[config.mk]
export PLATFORM = sky130hd
export DESIGN_NAME = nmss_out
export DESIGN_NICKNAME = d
export VERILOG_FILES = /design/src/rtl/nmss_pkg.sv /design/src/rtl/nmss_out.sv
export SDC_FILE = /design/constraint.sdc
export NUM_CORES = 1
export LEC_CHECK = 0
export BUFFER_PORTS_ARGS = -buffer_cell sky130_fd_sc_hd__buf_2
export CORE_MARGIN = 2
export CORE_UTILIZATION = 40
export CTS_CLUSTER_SIZE = 16
export DETAILED_ROUTE_END_ITERATION = 10
export GPL_ROUTABILITY_DRIVEN = 1
export MAX_ROUTING_LAYER = met4
export PLACE_DENSITY = 0.66
export SYNTH_ARGS = -nofsm -noshare
export SYNTH_HDL_FRONTEND = slang
export SYNTH_SLANG_ARGS = --single-unit
[constraint.sdc]
create_clock -name clk -period 4.31 [get_ports clk]
set_clock_uncertainty 0.1 [all_clocks]
set_input_delay 0.862 -clock clk [delete_from_list [all_inputs] [get_ports clk]]
set_output_delay 0.862 -clock clk [all_outputs]
set_load 0.01 [all_outputs]
[src/rtl/nmss_pkg.sv]
// ---------------------------------------------------------------------------
// nmss_pkg
// shared widths, register codes and per-item control for the stencil
// ---------------------------------------------------------------------------
`timescale 1ns / 1ps

package nmss_pkg;

	localparam int CELL_W    = 15;
	localparam int SUM_W     = 16;
	localparam int DIM_W     = 13;
	localparam int MOD_W     = 16;
	localparam int CFG_W     = 16;
	localparam int CFG_IDX_W = 1;
	localparam int MIN_DIM   = 3;
	localparam int DIM_RESET = 4096;

	localparam logic [MOD_W-1:0] MOD_RESET = 16'd9999;

	typedef enum logic [CFG_IDX_W-1:0] {
		CFG_BOARD_DIM     = 1'b0,
		CFG_VALUE_MODULUS = 1'b1
	} cfg_reg_t;

	// what one accepted cell releases
	typedef struct packed {
		logic has_up;    // cell of the row above is released
		logic has_self;  // last row: the cell itself follows
		logic border;    // released upper cell passes through
		logic last_col;
	} item_ctl_t;

endpackage

[src/rtl/nmss_out.sv]
// ---------------------------------------------------------------------------
// nmss_out
// wrapped middle sum and result register, up to two results per item
// ---------------------------------------------------------------------------
`timescale 1ns / 1ps

module nmss_out (
	input  logic                        clk,
	input  logic                        arst_n,
	input  logic                        load,
	input  nmss_pkg::item_ctl_t         ctl,
	input  logic [nmss_pkg::CELL_W-1:0] upper_min,
	input  logic [nmss_pkg::CELL_W-1:0] lower_max,
	input  logic [nmss_pkg::CELL_W-1:0] centre,
	input  logic [nmss_pkg::CELL_W-1:0] own_cell,
	input  logic [nmss_pkg::MOD_W-1:0]  modulus,
	input  logic                        result_stall,
	output logic                        take,
	output logic                        result_valid,
	output logic [nmss_pkg::CELL_W-1:0] new_value,
	output logic                        run_end,
	output logic                        board_end
);

	logic                        up_pend_q, self_pend_q, bend_q;
	logic [nmss_pkg::CELL_W-1:0] up_val_q, self_val_q;
	logic [nmss_pkg::SUM_W-1:0]  sum, wrapped;
	logic [nmss_pkg::CELL_W-1:0] up_val;
	logic                        xfer;

	always_comb begin
		sum     = nmss_pkg::SUM_W'(upper_min) + nmss_pkg::SUM_W'(lower_max);
		wrapped = (sum >= modulus) ? sum - modulus : sum;
		up_val  = ctl.border ? centre : wrapped[nmss_pkg::CELL_W-1:0];
	end

	assign result_valid = up_pend_q || self_pend_q;
	assign new_value    = up_pend_q ? up_val_q : self_val_q;
	assign run_end      = up_pend_q ? !self_pend_q : 1'b1;
	assign board_end    = up_pend_q ? 1'b0 : bend_q;
	assign xfer         = result_valid && !result_stall;
	// free when nothing is held or once the last result of the held item goes out
	assign take = !result_valid || (xfer && !(up_pend_q && self_pend_q));

	always_ff @(posedge clk or negedge arst_n) begin
		if (!arst_n) begin
			up_pend_q   <= 1'b0;
			self_pend_q <= 1'b0;
		end else if (load) begin
			up_pend_q   <= ctl.has_up;
			self_pend_q <= ctl.has_self;
		end else if (xfer) begin
			if (up_pend_q) begin
				up_pend_q <= 1'b0;
			end else begin
				self_pend_q <= 1'b0;
			end
		end
	end

	always_ff @(posedge clk) begin
		if (load) begin
			up_val_q   <= up_val;
			self_val_q <= own_cell;
			bend_q     <= ctl.last_col;
		end
	end

endmodule

==> qor.yml <==
detailed_routing:
  vias_per_cell: 5.071
  wl_per_cell_um: 13.09
  drc: 0
  first_iter_violations: 77
  num_vias: 3002
  final_antenna_net_count: 0
  routed_wl_um: 7747
  first_pass_iters: 4
sta:
  tightest_slew_ns: 0.7653
  period_needed_ns: 4.266
  slew_violations: 0
  whs_ns: 0.2597
  finalHoldViolations: 0
  slew_headroom: 0.4898
  min_period_over_period: 0.9898
  setup_viol: 0
  fmax_mhz: 234.4
  fin_setup_tns_ns: 0
  rsz0062_at_grt: "yes"
global_route:
  grt_usage: 0.1842
  grt_pass1_wl_um: 12490
  grt_start_max_net_pins: 36
  grt_pass1_vias: 2876
  antenna_found_initial: 0
  overflow: 0
yosys:
  synth_compound_area_frac: 0.1892
  synth_area_per_cell_um2: 9.621
  synth_simple_gate_area_frac: 0.1370
  synth_flop_cell: "edfxtp_1"
  synth_top_cell_by_area: "edfxtp_1"
  netlist_area_mm2: 0.003069
  synth_edf_count: 31
  synth_fa_ha_area_frac: 0.1394
  synthTopCellsByArea: "edfxtp_1 30%, ha_1 13%, mux2_2 7.3%, xnor2_1 4.3%, a21oi_1 4.1%"
  synth_top_area_frac: 0.3033
  ys_top_cells_by_count: "31 x edfxtp_1, 31 x ha_1, 25 x a21oi_1, 25 x nand2_1, 23 x inv_1"
  yosys_warnings: 0
  synthesis.instances: 319
  synth.yosys.seq_area_share: 0.3196
  synth_top_family_by_area: "compound AO/OA/AOI/OAI gates"
  synth-seq-cells: 33
  synth_xor_xnor_area_share: 0.05707
  synth.area.mux_share: 0.1125
  ys_types: 53
  ys_async_sr_fraction: 0.06061
  synth_fp_nets: 436
die:
  die_width_um: 91.60
  io_pins: 103
  coreArea_mm2: 0.007331
  placementRows: 31
  die_h_um: 91.60
  start_util: 0.4187
  die-area_mm2: 0.008390
cells_and_area:
  final_layout_size_suffix_gt1_frac: 0.4828
  design_area_mm2: 0.004522
  antenna_cells: 0
  multiInputGateArea_mm2: 0.002158
  n_fill_cell: 653
  area_growth_pct: 47.33
  seq_area_um2: 980.9
  nets: 609
setup_path:
  critPathArrivalTime_ns: 4.20
  cp_max_fo: 8
  critPathCaptureType: "flip-flop"
  cp.required_ns: 4.24
  crit_type: "primary input to flip-flop"
  startpoint_type: "primary input"
clocking:
  clkTransAtPathRegs_ns: 0.07
  root_buffer: "clkbuf_8"
  cts_sinks: 33
  cts.path.max_buffers: 2
  cts_max_level: 2
  cts_buffers: 5
  cts_tree: "done"
  hold_buffers: 0
  clk_latency_ns: 0.27
worst_hold_path:
  min_path_type: "primary input to asynchronous set/reset pin"
place:
  portBuffers: 102
  place.gp.congestion: 0.8873
  place_area_mm2: 0.004258
  place_hpwl_um: 6385
outcome:
  status: "finished clean"
run:
  max-cap-violations: 0
power:
  cellLeakagePower_nw: 2.121
  irDropWorstVdd_v: 0.0001399
  powerDensity_mw_per_mm2: 321.3
## worst paths after layout
path                               from          end  slack, ns  cells past startpoint
setup / recovery           lower_max[8]  up_val_q[3]       0.04                     16
hold / removal                   arst_n  self_pend_q       0.26                      1
setup reg to reg              up_pend_q  self_pend_q       2.93                      2
hold reg to reg             self_pend_q  self_pend_q       0.50                      2
max in group asynchronous        arst_n    up_pend_q       3.75                      1
min in group clk            self_pend_q  self_pend_q       0.50                      2
## placed cells by master (no fill, tap or decap), types with 5 or more instances in the layout
master    netlist  final
o21ai_1         9      7
nand2_1        25     25
a21oi_1        25     21
clkbuf_8        0      5
xnor2_1        15     13
o21ai_0        13     12
o21bai_1        5      5
xor2_1          5      5
inv_1          23     23
mux2_2         20     19
mux2i_1         6      5
ha_4            0      5
nor2_1         15     14
a21o_1          7      7
buf_4           0     73
buf_2           0     99
o21a_1          5      5
nor3_1          6      6
nor2b_1         6      6
ha_1           31     26
mux2_4          4      5
edfxtp_1       31     31
## worst max-delay path: stages
cell     delay [ns]
buf_2          0.11
ha_4           0.26
buf_4          0.12
nand2_1        0.07
buf_4          0.15
nor2_2         0.11
nand4_1        0.20
mux2i_4        0.27
or2_4          0.26
ha_4           0.22
a21o_1         0.17
a21o_1         0.18
a211o_1        0.31
or2_4          0.31
mux2_4         0.31
mux2_2         0.26
## repair_timing
item,CTS,global route
pin swaps,0,16
endpoints found under the setup margin,6,14
setup buffers,0,2
gates resized for setup,1,33
## layer usage
metal / vias up / GRT usage / wire, µm
met1: 1366 / 0.2328 / 3424
met5: - / - / 0
met2: 89 / 0.3143 / 3829
met3: 10 / 0.01992 / 392
met4: 0 / 0.04798 / 101
li1: 1537 / - / -
## report_power, final
| group | switching, mW | internal [mW] | leakage, nW |
|---|---|---|---|
| registers | 0.0157 | 0.403 | 0.329 |
| logic | 0.373 | 0.444 | 1.75 |
| clock network | 0.104 | 0.114 | 0.0385 |
## state kept, by name, summed over array words and instances (netlist names)
| register | cells |
|---|---|
| bend_q | 1 |
| self_pend_q | 1 |
| self_val_q | 15 |
| up_pend_q | 1 |
| up_val_q | 15 |
## area by class of cell
| type | instances | share of cell area |
|---|---|---|
| Inverter | 23 | 0.01909 |
| Multi-Input combinational cell | 253 | 0.4773 |
| Clock buffer | 7 | 0.01688 |
| Clock inverter | 1 | 0.001660 |
| Timing Repair Buffer | 176 | 0.2407 |
| Sequential cell | 33 | 0.2169 |
| Tap cell | 99 | 0.02739 |
## logic make-up (layout without fill, tap and decap cells)
kind of cell,count (synthesis),after routing
XOR/XNOR,20,20
buffers and inverters,33,207
AND/OR/NAND/NOR,81,81
multiplexers,30,30
flip-flops,33,33
adder cells (fa/ha/maj),33,33
AO/OA/AOI/OAI,89,89
## metrics by stage
stage | cells | utilization | power [mW] | worst slack, ns
floorplan | 319 | - | 0.8863 | -0.01746
global placement | 583 | 0.5808 | 1.179 | -0.3146
detailed placement | 583 | 0.5808 | 1.192 | -0.3654
CTS | 591 | 0.5926 | 1.418 | 0.007576
global route | 592 | 0.6168 | 1.561 | -0.04365
finish | 592 | 0.6168 | 1.453 | 0.04409
(Power assumes the default switching activity.)
