`src/rtl/nmss_pkg.sv`:
```
// ---------------------------------------------------------------------------
// nmss_pkg
// shared widths, register codes and per-item control for the stencil
// ---------------------------------------------------------------------------
`timescale 1ns / 1ps

package nmss_pkg;

	localparam int CELL_W    = 15;
	localparam int SUM_W     = 16;
	localparam int DIM_W     = 13;
	localparam int MOD_W     = 16;
	localparam int CFG_W     = 16;
	localparam int CFG_IDX_W = 1;
	localparam int MIN_DIM   = 3;
	localparam int DIM_RESET = 4096;

	localparam logic [MOD_W-1:0] MOD_RESET = 16'd9999;

	typedef enum logic [CFG_IDX_W-1:0] {
		CFG_BOARD_DIM     = 1'b0,
		CFG_VALUE_MODULUS = 1'b1
	} cfg_reg_t;

	// what one accepted cell releases
	typedef struct packed {
		logic has_up;    // cell of the row above is released
		logic has_self;  // last row: the cell itself follows
		logic border;    // released upper cell passes through
		logic last_col;
	} item_ctl_t;

endpackage

```
`src/rtl/nmss_sort.sv`:
```
// ---------------------------------------------------------------------------
// nmss_sort
// compare network picking the two middle values of four neighbours
// ---------------------------------------------------------------------------
`timescale 1ns / 1ps

module nmss_sort (
	input  logic [nmss_pkg::CELL_W-1:0] east,
	input  logic [nmss_pkg::CELL_W-1:0] west,
	input  logic [nmss_pkg::CELL_W-1:0] north,
	input  logic [nmss_pkg::CELL_W-1:0] south,
	output logic [nmss_pkg::CELL_W-1:0] upper_min,
	output logic [nmss_pkg::CELL_W-1:0] lower_max
);

	logic [nmss_pkg::CELL_W-1:0] ew_hi, ew_lo, ns_hi, ns_lo;

	always_comb begin
		ew_hi = (east < west) ? west : east;
		ew_lo = (east < west) ? east : west;
		ns_hi = (north < south) ? south : north;
		ns_lo = (north < south) ? north : south;
		upper_min = (ew_hi < ns_hi) ? ew_hi : ns_hi;
		lower_max = (ew_lo < ns_lo) ? ns_lo : ew_lo;
	end

endmodule

```
`config.mk`:
```
export PLATFORM = sky130hd
export DESIGN_NAME = nmss_sort
export DESIGN_NICKNAME = d
export VERILOG_FILES = /design/src/rtl/nmss_pkg.sv /design/src/rtl/nmss_sort.sv
export SDC_FILE = /design/constraint.sdc
export NUM_CORES = 1
export LEC_CHECK = 0
export ABC_AREA = 1
export BUFFER_PORTS_ARGS = -buffer_cell sky130_fd_sc_hd__buf_2
export CAP_MARGIN = 20
export CORE_ASPECT_RATIO = 1.75
export CORE_MARGIN = 4
export CORE_UTILIZATION = 35
export DETAILED_ROUTE_END_ITERATION = 10
export GPL_ROUTABILITY_DRIVEN = 0
export SYNTH_ARGS = -nofsm -noshare
export SYNTH_HDL_FRONTEND = slang
export SYNTH_SLANG_ARGS = --single-unit
```
`constraint.sdc`:
```
create_clock -name vclk -period 9.65
set_clock_uncertainty 0.05 [all_clocks]
set_input_delay 2.4125 -clock vclk [all_inputs]
set_output_delay 2.4125 -clock vclk [all_outputs]
set_load 0.01 [all_outputs]
```
==> results.py, run 1 <==
metrics = {
    "status": {
        "outcome": "complete, no violations",
    },
    "cts": {
        "cts_resized": 0,
        "cts_hold_buf": 0,
        "cts_setup_buffers": 0,
    },
    "min_path": {
        "holdPathStages": 6,
        "min_path_type": "input port to output port",
    },
    "drt": {
        "drt_iter0_drc": 168,
        "routed_wl_um": 7535,
        "ant_nets": 0,
        "via_per_inst": 4.726,
        "first_pass_iters": 4,
        "vias": 3124,
        "drc": 0,
        "drt-wirelength-per-cell_um": 11.40,
    },
    "cells_and_area": {
        "stdcell_area_mm2": 0.003089,
        "fin_cells": 661,
        "multi_input_area_mm2": 0.002182,
        "clock_buffers": 0,
        "final_common_cell": "nand2_1",
        "seq_cells": 0,
        "seq_area_um2": 0,
        "n_antenna_cell": 0,
        "layout_common_cells": "nand2_1, inv_1, buf_2",
        "nFillCells": 841,
        "nets": 693,
        "drive_gt1_share_pct": 17.74,
        "area.growth.synth_to_final_pct": 17.13,
    },
    "floorplanning": {
        "coreArea_mm2": 0.007284,
        "die_h_um": 122.8,
        "rows": 41,
        "start_util_pct": 36.21,
        "io_pins": 90,
        "chipWidth_um": 73.62,
        "dieArea_mm2": 0.009043,
    },
    "global_route": {
        "grt_pass1_wl_um": 12450,
        "grt_pass1_vias": 2909,
        "grt_max_degree": 59,
        "grt_overflow_total": 0,
        "grt_use_total_pct": 16.70,
        "antenna_found_initial": 0,
    },
    "sta": {
        "hold_viol": 0,
        "rsz0062_at_grt": "false",
        "tightestPinTransition_ps": 844.0,
        "setup_violations": 0,
        "slew_headroom_pct": 43.54,
        "final_max_slew_viol_count": 0,
        "period_minus_slack_ps": 8518,
        "max_freq_mhz": 117.4,
        "fin_tns_setup_ps": 0,
        "finalCritPeriodShare_pct": 88.27,
        "worst_hold_slack_ps": 5275,
    },
    "placement": {
        "hpwlAfterDp_um": 6790,
        "io_buffer_count": 90,
        "place_area_mm2": 0.003089,
        "placedCellCount": 661,
    },
    "pwr": {
        "p_leak_uw": 0.002025,
        "p_per_area_mw_per_mm2": 106.2,
        "total_power_uw": 328.0,
        "ir_drop_mv": 0.04159,
    },
    "worst_setup_path": {
        "crit_type": "input port to output port",
        "path_max_fanout": 58,
        "cp-start-kind": "input port",
        "endpoint_kind": "output port",
        "cp.required_ps": 7190,
        "critPathArrivalTime_ps": 6060,
    },
    "yosys": {
        "yosysSeqAreaShare_pct": 0,
        "synth_area_mm2": 0.002638,
        "synth_cell_types": 18,
        "synth.avg_cell_area_um2": 5.244,
        "yosys_warnings": 0,
        "syn_inst": 503,
        "syn-num-nets": 619,
    },
    "flow_run": {
        "drv_cap": 0,
    },
}
-- routing by layer --
layer	vias to the layer above	wire, um	track usage (%)
met5	-	0	0
met4	0	100	2.154
met3	8	319	0.6557
met2	70	3879	32.11
met1	1309	3236	20.35
li1	1737	-	-
-- cell usage after synthesis --
library cell	count	area, um2
nand2_1	180	675.7
inv_1	93	349.1
ha_1	56	700.7
o21ai_0	42	210.2
nand3_1	36	180.2
a21oi_1	32	160.2
nor2_1	26	97.59
buf_2	10	50.05
a211oi_1	4	30.03
clkbuf_1	4	15.01
nand2_4	4	45.04
nor2_2	4	25.02
buf_6	3	33.78
nand2_2	2	12.51
nand4_1	2	12.51
nor3_1	2	10.01
o221a_2	2	22.52
buf_4	1	7.510
-- worst paths after layout --
| check | endpoint | startpoint | slack, ps |
|---|---|---|---|
| hold / removal | lower_max[1] | west[1] | 5270 |
| setup / recovery | upper_min[0] | west[14] | 1130 |
-- layout make-up --
type,count,share of cell area [%]
tap,86,3.483
timing repair buffer,90,14.58
multi-input combinational,392,70.64
inverter,93,11.30
-- critical path: stages --
cell and delay (ps):
buf_2 70, inv_1 50, ha_1 290, nand2_1 80, nor2_2 120, nand2_1 90
nor2_1 180, nand2_1 130, nand2_2 640, o21ai_0 310, ha_1 370, nand2_1 90
nor2_1 50, a211oi_1 180, o221a_2 450, nand2_4 190, nand2_1 90, nand2_1 90
buf_2 150
-- power breakdown --
part	total, uW	switching (uW)	internal [uW]
sequential	0	0	0
clock	0	0	0
combinational	328	205	123
total	328	205	123
-- stage by stage --
step                      util (%)  setup WS [ps]
after floorplan                  -           2057
after global placement       42.41           1217
after detailed placement     42.41           1149
after CTS                    42.41           1140
after global routing         42.41          704.3
final                        42.41           1132
-- cells by family after synthesis --
| kind of cell | Yosys count | share of synthesized area [%] |
|---|---|---|
| buffers and inverters | 111 | 17.27 |
| AND/OR/NAND/NOR | 256 | 40.13 |
| adder cells (fa/ha/maj) | 56 | 26.57 |
| AO/OA/AOI/OAI | 80 | 16.03 |
Note: power is estimated with default switching activity, not from simulation.
==> inputs of run 2 (changes only) <==
--- a/config.mk
+++ b/config.mk
@@ -13,6 +13,8 @@
 export CORE_UTILIZATION = 35
 export DETAILED_ROUTE_END_ITERATION = 10
 export GPL_ROUTABILITY_DRIVEN = 0
+export PLACE_DENSITY_LB_ADDON = 0.25
+export RECOVER_POWER = 100
 export SYNTH_ARGS = -nofsm -noshare
 export SYNTH_HDL_FRONTEND = slang
 export SYNTH_SLANG_ARGS = --single-unit
==> constraint.sdc (replaced) <==
create_clock -name vclk -period 9.65
set_clock_uncertainty 0.05 [all_clocks]
set_input_delay 2.4125 -clock vclk [all_inputs]
set_output_delay 2.4125 -clock vclk [all_outputs]
set_load 0.05 [all_outputs]
==> run 2 against run 1 <==
Wire length rose by 5.7%. Sequential share of layout area did not move. Cell count did not move. Sequential cell count did not move. First-iteration DRC count fell by 27%. Cell area fell by 0.53%. Count of clock-buffer cells in the layout did not move.
==> results.py, run 2 (synthesized netlist as in run 1, its figures left out) <==
metrics = {
    "worst_setup_path": {
        "worstPathCellList": "buf_2, inv_1, ha_1, nand2_1, nor2_2, nand2_1, nor2_1, nand2_1, nand2_2, o21ai_0, ha_1, a21oi_1, nor2_1, a211oi_1, o221a_1, nand2_4, nand2_1, nand2_1, clkbuf_2",
        "crit_family": "simple AND/OR/NAND/NOR gates",
        "slowest_stage": "o221a_1",
        "endpoint_kind": "output port",
        "path_max_fanout": 58,
        "crit_type": "input port to output port",
        "startpoint": "west[14]",
        "cp-start-kind": "input port",
        "critPathMaxStageDelay_ps": 640,
        "critPathArrivalTime_ps": 6420,
        "path_common_cell": "nand2_1",
        "cp.required_ps": 7190,
        "critical_path_buf_inv_count": 3,
    },
    "floorplanning": {
        "die_h_um": 122.8,
        "dieArea_mm2": 0.009043,
        "rows": 41,
        "chipWidth_um": 73.62,
        "start_util_pct": 36.21,
        "io_pins": 90,
        "coreArea_mm2": 0.007284,
    },
    "cells_and_area": {
        "seq_area_um2": 0,
        "nFillCells": 842,
        "seq_cells": 0,
        "drive_gt1_share_pct": 15.30,
        "n_antenna_cell": 0,
        "clock_buffers": 0,
        "area.growth.synth_to_final_pct": 16.51,
        "nets": 693,
        "layout_common_cells": "nand2_1, inv_1, buf_2",
        "final_common_cell": "nand2_1",
    },
    "pwr": {
        "ir_drop_mv": 0.07117,
        "p_per_area_mw_per_mm2": 152.9,
        "p_leak_uw": 0.001986,
    },
    "min_path": {
        "hp-start": "west[12]",
        "min_path_type": "input port to output port",
    },
    "drt": {
        "vias": 3177,
        "drt-wirelength-per-cell_um": 12.05,
        "routed_wl_um": 7968,
        "ant_nets": 0,
        "first_pass_iters": 4,
        "drt_iter0_drc": 123,
        "via_per_inst": 4.806,
        "drc": 0,
    },
    "sta": {
        "hold_viol": 0,
        "setup_violations": 0,
        "finalCritPeriodShare_pct": 92.00,
        "max_freq_mhz": 112.6,
        "rsz0062_at_grt": "false",
        "fin_tns_setup_ps": 0,
        "final_max_slew_viol_count": 0,
        "period_minus_slack_ps": 8878,
        "tightestPinTransition_ps": 840.1,
        "slew_headroom_pct": 43.79,
        "worst_hold_slack_ps": 5351,
    },
    "placement": {
        "io_buffer_count": 90,
        "hpwlAfterDp_um": 7062,
    },
    "global_route": {
        "grt_pass1_wl_um": 12840,
        "grt_use_total_pct": 17.38,
        "antenna_found_initial": 0,
        "grt_overflow_total": 0,
        "grt_pass1_vias": 3029,
        "grt_max_degree": 59,
    },
    "status": {
        "outcome": "complete, no violations",
    },
    "flow_run": {
        "drv_cap": 0,
    },
    "cts": {
        "cts_resized": 0,
        "cts_hold_buf": 0,
        "cts_setup_buffers": 0,
    },
}
[run 2: cell count changes in the layout (fill, tap and decap cells not counted), sizes merged]
cell | previous run | this run
buf | 90 | 73
clkbuf | 0 | 17
[run 2: routing by layer]
| metal | vias to the layer above | wire length, um | GRT usage [%] |
|---|---|---|---|
| met2 | 67 | 4167 | 33.67 |
| met1 | 1365 | 3304 | 20.05 |
| met5 | - | 0 | 0 |
| met3 | 12 | 315 | 1.066 |
| met4 | 0 | 180 | 3.741 |
| li1 | 1733 | - | - |
[run 2: area by class of cell]
cell class / instances / area, um2 / share of cell area [%]
Inverter: 93 / 349.1 / 11.36
Timing Repair Buffer: 90 / 434.2 / 14.13
Multi-Input combinational cell: 392 / 2182 / 71.01
Tap cell: 86 / 107.6 / 3.502
[run 2: report_power, final]
group / switching [uW] / internal [uW] / leakage (uW)
Clock: 0 / 0 / 0
Combinational: 353 / 117 / 0.00199
Sequential: 0 / 0 / 0
[run 2: stage by stage]
step | util (%) | instances | cell area (um2) | total power [uW] | setup slack [ps]
after floorplan | - | 503 | 2638 | 372.5 | 1813
after detailed placement | 42.41 | 661 | 3089 | 477.2 | 1036
after CTS | 42.41 | 661 | 3089 | 478.5 | 1033
after global placement | 42.41 | 661 | 3089 | 471.7 | 1167
final | 42.18 | 661 | 3073 | 470.0 | 772.3
after global routing | 42.18 | 661 | 3073 | 521.7 | 266.0
[run 2: worst paths after layout]
kind                        end  slack [ps]  cells after the start
setup / recovery  upper_min[10]         770                     19
hold / removal    lower_max[12]        5350                      6
==> inputs of run 3 (changes only) <==
--- a/config.mk
+++ b/config.mk
@@ -14,7 +14,7 @@
 export DETAILED_ROUTE_END_ITERATION = 10
 export GPL_ROUTABILITY_DRIVEN = 0
 export PLACE_DENSITY_LB_ADDON = 0.25
-export RECOVER_POWER = 100
+export RECOVER_POWER = 50
 export SYNTH_ARGS = -nofsm -noshare
 export SYNTH_HDL_FRONTEND = slang
 export SYNTH_SLANG_ARGS = --single-unit
==> run 3 against run 2 <==
First-iteration DRC count up 5.7%. Global-route usage unchanged. Sequential cell count unchanged. Total power up 0.81%. Non-clock buffer count unchanged. Critical path type unchanged. Largest cell class unchanged. Highest routed layer unchanged.
==> results.py, run 3 (synthesized netlist as in run 1, its figures left out) <==
metrics = {
    "drt": {
        "drt_iter0_drc": 130,
        "via_per_inst": 4.806,
        "vias": 3177,
        "drt-wirelength-per-cell_um": 12.05,
        "drc": 0,
        "routed_wl_um": 7963,
        "ant_nets": 0,
        "first_pass_iters": 4,
    },
    "global_route": {
        "grt_use_total_pct": 17.38,
        "grt_pass1_wl_um": 12840,
        "grt_max_degree": 59,
        "grt_overflow_total": 0,
        "grt_pass1_vias": 3029,
        "antenna_found_initial": 0,
    },
    "pwr": {
        "ir_drop_mv": 0.07148,
        "power_frac_seq_pct": 0,
        "combinationalPowerShare_pct": 100.0,
        "p_switching_uw": 352.3,
        "p_leak_uw": 0.002012,
        "p_per_area_mw_per_mm2": 153.6,
        "swShare_pct": 74.36,
        "clkPwrFrac_pct": 0,
        "power.internal_uw": 121.5,
    },
    "placement": {
        "placedCellCount": 661,
        "place_area_mm2": 0.003089,
        "io_buffer_count": 90,
        "hpwlAfterDp_um": 7062,
    },
    "cells_and_area": {
        "drive_gt1_share_pct": 16.87,
        "seq_area_um2": 0,
        "seq_cells": 0,
        "final_common_cell": "nand2_1",
        "multi_input_area_mm2": 0.002182,
        "nFillCells": 842,
        "finish.utilization_pct": 42.34,
        "fin_cells": 661,
        "nets": 693,
        "area.growth.synth_to_final_pct": 16.94,
        "stdcell_area_mm2": 0.003084,
        "layout_common_cells": "nand2_1, inv_1, buf_2",
        "n_antenna_cell": 0,
        "clock_buffers": 0,
    },
    "worst_setup_path": {
        "crit_type": "input port to output port",
        "path_max_fanout": 58,
        "cp.required_ps": 7190,
        "critPathArrivalTime_ps": 6390,
        "cp-start-kind": "input port",
        "endpoint_kind": "output port",
    },
    "sta": {
        "rsz0062_at_grt": "false",
        "period_minus_slack_ps": 8854,
        "fin_tns_setup_ps": 0,
        "slew_headroom_pct": 43.80,
        "tightestPinTransition_ps": 840.0,
        "max_freq_mhz": 112.9,
        "finalCritPeriodShare_pct": 91.76,
        "hold_viol": 0,
        "final_max_slew_viol_count": 0,
        "setup_violations": 0,
    },
    "floorplanning": {
        "io_pins": 90,
        "dieArea_mm2": 0.009043,
        "start_util_pct": 36.21,
        "die_h_um": 122.8,
        "coreArea_mm2": 0.007284,
        "rows": 41,
        "chipWidth_um": 73.62,
    },
    "flow_run": {
        "drv_cap": 0,
    },
    "min_path": {
        "min_path_type": "input port to output port",
    },
    "status": {
        "outcome": "complete, no violations",
    },
    "cts": {
        "cts_hold_buf": 0,
        "cts_setup_buffers": 0,
        "cts_resized": 0,
    },
}
==> run 3: layer usage <==
metal,track usage [%],share of wire [%],vias to the layer above
met4,3.741,2.3,0
met1,20.05,41,1365
met2,33.67,52,67
li1,-,-,1733
met3,1.066,4.1,12
met5,0,0,-
==> run 3: layout make-up <==
type / instances / share of cell area [%]
inverters: 93 / 11.32
multi-input cells: 392 / 70.75
well taps: 86 / 3.489
repair buffers: 90 / 14.44
==> run 3: path summary, 6_finish.rpt <==
kind / depth (start not counted) / endpoint / startpoint / slack [ps]
max: 19 / upper_min[0] / west[14] / 800
min: 6 / lower_max[12] / west[12] / 5350
==> run 3: metrics by stage <==
step / setup slack, ps / power (uW) / hold slack [ps]
after floorplan: 1813 / 372.5 / 5201
after CTS: 1033 / 478.5 / 5353
final: 795.6 / 473.8 / 5351
after global placement: 1167 / 471.7 / 5350
after global routing: 274.4 / 526.0 / 5407
after detailed placement: 1036 / 477.2 / 5350
==> run 3: critical path, stage by stage <==
cell and delay, ps:
buf_2 70, inv_1 50, ha_1 290, nand2_1 80, nor2_2 120, nand2_1 90
nor2_1 160, nand2_1 120, nand2_2 630, o21ai_0 250, ha_1 360, a21oi_1 170
nor2_1 60, a211oi_1 210, o221a_1 640, nand2_4 230, nand2_1 100, nand2_1 90
buf_2 220
==> run 3: power by group through the flow <==
| stage | logic [uW] | registers (uW) | clock network (uW) |
|---|---|---|---|
| detailed placement | 477 | 0 | 0 |
| global placement | 472 | 0 | 0 |
| floorplan | 372 | 0 | 0 |
| finish | 474 | 0 | 0 |
| CTS | 479 | 0 | 0 |
| global route | 526 | 0 | 0 |
